**src/hw/rtl/tmse_pkg.sv**
```systemverilog
`default_nettype none

package tmse_pkg;

    localparam int CMD_W     = 3;
    localparam int STS_W     = 3;
    localparam int STATE_W   = 6;
    localparam int CELL_W    = 10;
    localparam int SYMF_W    = 8;
    localparam int STEP_W    = 32;
    localparam int IN_W      = 48;
    localparam int OUT_W     = 64;
    localparam int CFG_IDX_W = 2;
    localparam int CFG_W     = 32;

    localparam logic [CMD_W-1:0] CMD_LOAD  = 3'd0;
    localparam logic [CMD_W-1:0] CMD_WRITE = 3'd1;
    localparam logic [CMD_W-1:0] CMD_START = 3'd2;
    localparam logic [CMD_W-1:0] CMD_STEP  = 3'd3;
    localparam logic [CMD_W-1:0] CMD_READ  = 3'd4;

    localparam logic [STS_W-1:0] STS_DONE    = 3'd0;
    localparam logic [STS_W-1:0] STS_FINAL   = 3'd1;
    localparam logic [STS_W-1:0] STS_MISSING = 3'd2;
    localparam logic [STS_W-1:0] STS_LIMIT   = 3'd3;
    localparam logic [STS_W-1:0] STS_EDGE    = 3'd4;

    localparam logic [CFG_IDX_W-1:0] REG_START = 2'd0;
    localparam logic [CFG_IDX_W-1:0] REG_FINAL = 2'd1;
    localparam logic [CFG_IDX_W-1:0] REG_LIMIT = 2'd2;

    localparam logic [1:0] MOVE_RIGHT = 2'b01;
    localparam logic [1:0] MOVE_LEFT  = 2'b11;

    typedef struct packed {
        logic clr;
        logic latch;
        logic tbl_write;
        logic cell_write;
        logic run_start;
        logic step_check;
        logic step_commit;
        logic rd_cell;
        logic cdata_latch;
        logic out_load;
    } ctl_t;

    typedef struct packed {
        logic             clr_last;
        logic [CMD_W-1:0] cmd;
        logic             pre_refuse;
    } sts_t;

endpackage

`default_nettype wire

```
**src/hw/rtl/tmse_ctrl.sv**
```systemverilog
`default_nettype none

module tmse_ctrl (
    input  wire logic          aclk,
    input  wire logic          aresetn,
    input  wire logic          s_tvalid,
    output logic               s_tready,
    output logic               m_tvalid,
    input  wire logic          m_tready,
    output tmse_pkg::ctl_t     ctl,
    input  wire tmse_pkg::sts_t sts
);
    import tmse_pkg::*;

    localparam logic [2:0] S_CLEAR = 3'd0;
    localparam logic [2:0] S_IDLE  = 3'd1;
    localparam logic [2:0] S_EXEC  = 3'd2;
    localparam logic [2:0] S_SYM   = 3'd3;
    localparam logic [2:0] S_TBL   = 3'd4;
    localparam logic [2:0] S_CREAD = 3'd5;
    localparam logic [2:0] S_HREAD = 3'd6;
    localparam logic [2:0] S_OUT   = 3'd7;

    logic [2:0] state_reg, state_next;
    logic       m_tvalid_reg, m_tvalid_next;

    assign s_tready = (state_reg == S_IDLE);
    assign m_tvalid = m_tvalid_reg;

    always_comb begin
        ctl           = '0;
        state_next    = state_reg;
        m_tvalid_next = m_tvalid_reg && !m_tready;
        case (state_reg)
            S_CLEAR: begin
                ctl.clr = 1'b1;
                if (sts.clr_last) begin
                    state_next = S_IDLE;
                end
            end
            S_IDLE: begin
                if (s_tvalid) begin
                    ctl.latch  = 1'b1;
                    state_next = S_EXEC;
                end
            end
            S_EXEC: begin
                state_next = S_HREAD;
                case (sts.cmd)
                    CMD_LOAD:  ctl.tbl_write = 1'b1;
                    CMD_WRITE: ctl.cell_write = 1'b1;
                    CMD_START: ctl.run_start = 1'b1;
                    CMD_STEP: begin
                        ctl.step_check = 1'b1;
                        if (!sts.pre_refuse) begin
                            state_next = S_SYM;
                        end
                    end
                    CMD_READ: begin
                        ctl.rd_cell = 1'b1;
                        state_next  = S_CREAD;
                    end
                    default: state_next = S_HREAD;
                endcase
            end
            S_SYM: state_next = S_TBL;
            S_TBL: begin
                ctl.step_commit = 1'b1;
                state_next      = S_HREAD;
            end
            S_CREAD: begin
                ctl.cdata_latch = 1'b1;
                state_next      = S_OUT;
            end
            S_HREAD: state_next = S_OUT;
            S_OUT: begin
                if (!m_tvalid_reg || m_tready) begin
                    ctl.out_load  = 1'b1;
                    m_tvalid_next = 1'b1;
                    state_next    = S_IDLE;
                end
            end
            default: state_next = S_IDLE;
        endcase
    end

    always_ff @(posedge aclk) begin
        if (!aresetn) begin
            state_reg    <= S_CLEAR;
            m_tvalid_reg <= 1'b0;
        end else begin
            state_reg    <= state_next;
            m_tvalid_reg <= m_tvalid_next;
        end
    end

endmodule

`default_nettype wire

```
**config.mk**
```make
export PLATFORM = sky130hd
export DESIGN_NAME = tmse_ctrl
export DESIGN_NICKNAME = d
export VERILOG_FILES = /design/src/hw/rtl/tmse_pkg.sv /design/src/hw/rtl/tmse_ctrl.sv
export SDC_FILE = /design/constraint.sdc
export NUM_CORES = 1
export LEC_CHECK = 0
export BUFFER_PORTS_ARGS = -buffer_cell sky130_fd_sc_hd__buf_4
export CORE_AREA = 3 3 40 42
export DETAILED_ROUTE_END_ITERATION = 16
export DIE_AREA = 0 0 43 45
export PLACE_DENSITY = 0.5
export SYNTH_ARGS = -nofsm -noshare
export SYNTH_HDL_FRONTEND = slang
export SYNTH_SLANG_ARGS = --single-unit
```
**constraint.sdc**
```tcl
create_clock -name aclk -period 4.2 [get_ports aclk]
set_clock_uncertainty 0.05 [all_clocks]
set_input_delay 1.26 -clock aclk [delete_from_list [all_inputs] [get_ports aclk]]
set_output_delay 1.26 -clock aclk [all_outputs]
set_load 0.01 [all_outputs]
```
-- Word level (Yosys, flattened, before mapping)
Cells that the tools add are included.
- equality and inequality tests: 14
- multiplexer cells: 22
- reductions and logical operators: 8
- operator list (operator ; number):
    one-hot mux 3 bit (7 select lines) ; 1
    == test 3 bit (second input constant) ; 5
    2-to-1 mux 1 bit ; 15
    == test 3 x 2 -> 1 bit (second input constant) ; 4
    2-to-1 mux 3 bit ; 4
    == test 3 x 1 -> 1 bit (second input constant) ; 2
    zero test 3 bit ; 2
    != test 2 bit (second input constant) ; 3
    one-hot mux 3 bit (2 select lines) ; 1
    2-to-1 mux 4 bit ; 1
    AND reduction 3 bit ; 1
    zero test 1 bit ; 2
    OR reduction 2 bit ; 1
    logical AND 1 bit ; 1
    logical OR 1 bit ; 1
- register bits: 4
- input port bits: 9
- output and inout port bits: 12
- word-level logic and storage cells: 46

-- Depth between registers and ports, before layout
- word-level depth: 4
- gate-level depth with buffers: 4
- gate-level depth less buffers: 3

-- Worst setup path after synthesis
OpenSTA, ideal clock, no wires.
- path kind: input to output
- start point: in sts[1] (netlist name)
- end point: out ctl[2] (netlist name)
- arrival: 1.927 ns
- data required time: 2.890 ns
- slack: 0.963 ns
- cell stages on the path: 2
- buffers on the path: 0
- cell sequence: or3b_1 nor3_1
- RTL lines (what ; RTL line ; text):
    from (decl) ; tmse_ctrl.sv:11 ; input wire tmse_pkg::sts_t sts
    to (decl) ; tmse_ctrl.sv:10 ; output tmse_pkg::ctl_t ctl,

==> run_results.csv <==
group,metric,value,unit
setup_path,cpMostUsedCell,"buf_4",
detailed_routing,top_layer,"met3",
power,p_leak,0.230,nW
setup_path,r2r-start,"state_reg[1]",
synth,ys.flop_type,"dfxtp_1",
clock_tree,postCtsResizedCells,0,
floorplanning,rows,13,
layout,final_common_cell,"buf_4",
detailed_routing,vias_per_cell,4.87,
layout,largest_reg_flops,3,
detailed_routing,drt_iter0_drc,3,
floorplanning,die_h,45,um
layout,fin_util,39.1,%
detailed_routing,vias,380,
clock_tree,hold_buffers,0,
outcome,outcome,"finished, final reports clean",
synth,postSynthAreaPerCell,7.68,sq um
clock_tree,clockBufferDepth,2,
clock_tree,clk_pin_slew,0.04,ns
setup_path,path_max_fanout,4,
sta,tightest_slew,0.473,ns
sta,slew_headroom,68.4,%
global_routing,grt_max_degree,16,
sta,timing.fmax,293,MHz
power,irDropWorstVdd,0.193,mV
synth,ys_types,25,
sta,tns,0,ns
layout,layout.cells.non_filler,78,
synth,syn_nets,52,
detailed_routing,firstDrtPassIters,4,
layout,nets,74,
floorplanning,fp.dieArea,1940,sq um
setup_path,end_kind,"output pin",
setup_path,worst_setup_path_start_kind,"primary input",
clock_tree,cts_tree,"built",
placed_design,hpwlAfterDp,691,um
sta,hold_viol_final,0,
synth,ys_seq_area_share,24.2,%
power,total_power,0.237,mW
placed_design,pre_cts_ws,0.789,ns
sta,fin_ws,0.791,ns
synth,ys_warn_count,0,
placed_design,portBuffers,20,
layout,drive_above_1_share,38.1,%
clock_tree,clock_latency,0.23,ns
setup_path,required,2.89,ns
detailed_routing,routed_wl,904,um
detailed_routing,wl_per_cell,11.6,um
layout,area_delta_synth_final,52.3,%
clock_tree,root_buffer,"clkbuf_4",
layout,seq_area,80.1,sq um
placed_design,dp.cells,75,
layout,multiInputGateArea,224,sq um
sta,setup-violations-final,0,
clock_tree,cts_buffers,3,
global_routing,antenna_found_initial,0,
sta,fin_crit,3.41,ns
detailed_routing,wirelength_met1,427,um
clock_tree,postCtsSetupBuffers,0,
clock_tree,htreeDepth,1,
setup_path,setup.worst_path.class,"primary input to output pin",
placed_design,place_congestion,0.749,
floorplanning,ios,21,
floorplanning,start_util,25.7,%
global_routing,grt_pass1_vias,341,
floorplanning,core,1280,sq um
detailed_routing,drc,0,
global_routing,grt_overflow_total,0,
synth,synth_edf_count,0,
setup_path,cp_slowest_cell,"or3b_1",
synth,netlist_area,330,sq um
layout,fillers,150,
synth,synthArstFlopShare,0,%
detailed_routing,dr_wl_met2,392,um
synth,synth_top_area_share,24.2,%
hold_path,min-delay-path-class,"flip-flop to flip-flop",
synth,synth_largest_area_cell,"dfxtp_1",
sta,rsz0062_at_grt,"false",
setup_path,crit_arrival,2.10,ns
floorplanning,die_x,43,um
sta,period_share,81.2,%
clock_tree,cts.sinks,4,
setup_path,cpPeakStageDelay,0.42,ns
layout,most-common-layout-cells,"buf_4 (20), nand2b_1 (4), nor2b_1 (4), dfxtp_1 (4)",
setup_path,path_cells,"buf_4 > or3b_1 > nor3_1 > buf_4",
power,powerDensity,472,nW/um^2
global_routing,grt_pass1_wl,1480,um
detailed_routing,final_antenna_net_count,0,
synth,syn_inst,43,
synth,netlist_top_cells_area,"dfxtp_1 (24%), nand2b_1 (7.6%), nor2b_1 (7.6%)",
detailed_routing,dr_wl_met3,84,um
run,cap_violations,0,
synth,ys_seq_elements,4,
setup_path,critPathLaunch,"sts[1]",
hold_path,min_from,"m_tvalid",
layout,antennaDiodeCount,0,
global_routing,track_usage,10.3,%
sta,slew_violations,0,
==> cells in the mapped netlist (all sizes together) (2+ instances only) <==
library cell and number:
dfxtp 4, nand2b 4, nor2b 4, nor2 3, nor3 3, a211oi 2
and2 2, clkbuf 2, inv 2, nand2 2, nor4 2
==> cell families (layout without fill, tap and decap cells) <==
family	after synthesis	in the layout	synth area share, %
compound gates	9	9	23.1
buf+inv	5	25	7.96
simple gates	25	25	44.7
flops	4	4	24.2
==> stage by stage <==
stage / hold slack (ns) / instance area, sq um
after global routing: 0.521 / 503
final: 0.474 / 503
after detailed placement: 0.481 / 480
after global placement: 0.492 / 480
after floorplan: 0.482 / 330
after CTS: 0.486 / 503
==> final timing paths <==
kind | end | slack (ns) | depth (start not counted)
min reg2reg | m_tvalid | 0.47 | 2
max | ctl[2] | 0.79 | 4
min | m_tvalid | 0.47 | 2
max reg2reg | state_reg[1] | 2.96 | 3
==> critical path, delay by kind of cell <==
kind	cells	cell delay [ns]
simple gates	2	0.57
buf+inv	2	0.27
==> routing by layer <==
layer  track usage [%]  vias up
met5                 0        -
met3              5.18        0
met1              13.1      164
met2              15.3       17
met4              3.61        0
li1                  -      199
==> power by group <==
part	internal, mW	switching [mW]
Combinational	0.0620	0.0470
Clock	0.0319	0.0147
Sequential	0.0490	0.0327
Total	0.143	0.0943
==> cell type report <==
type | instances | share of cell area (%)
well taps | 15 | 3.73
multi-input cells | 34 | 44.5
repair buffers | 20 | 29.9
flip-flops and latches | 4 | 15.9
inverters | 2 | 1.49
clock buffers | 3 | 4.48
(Power assumes the default switching activity.)
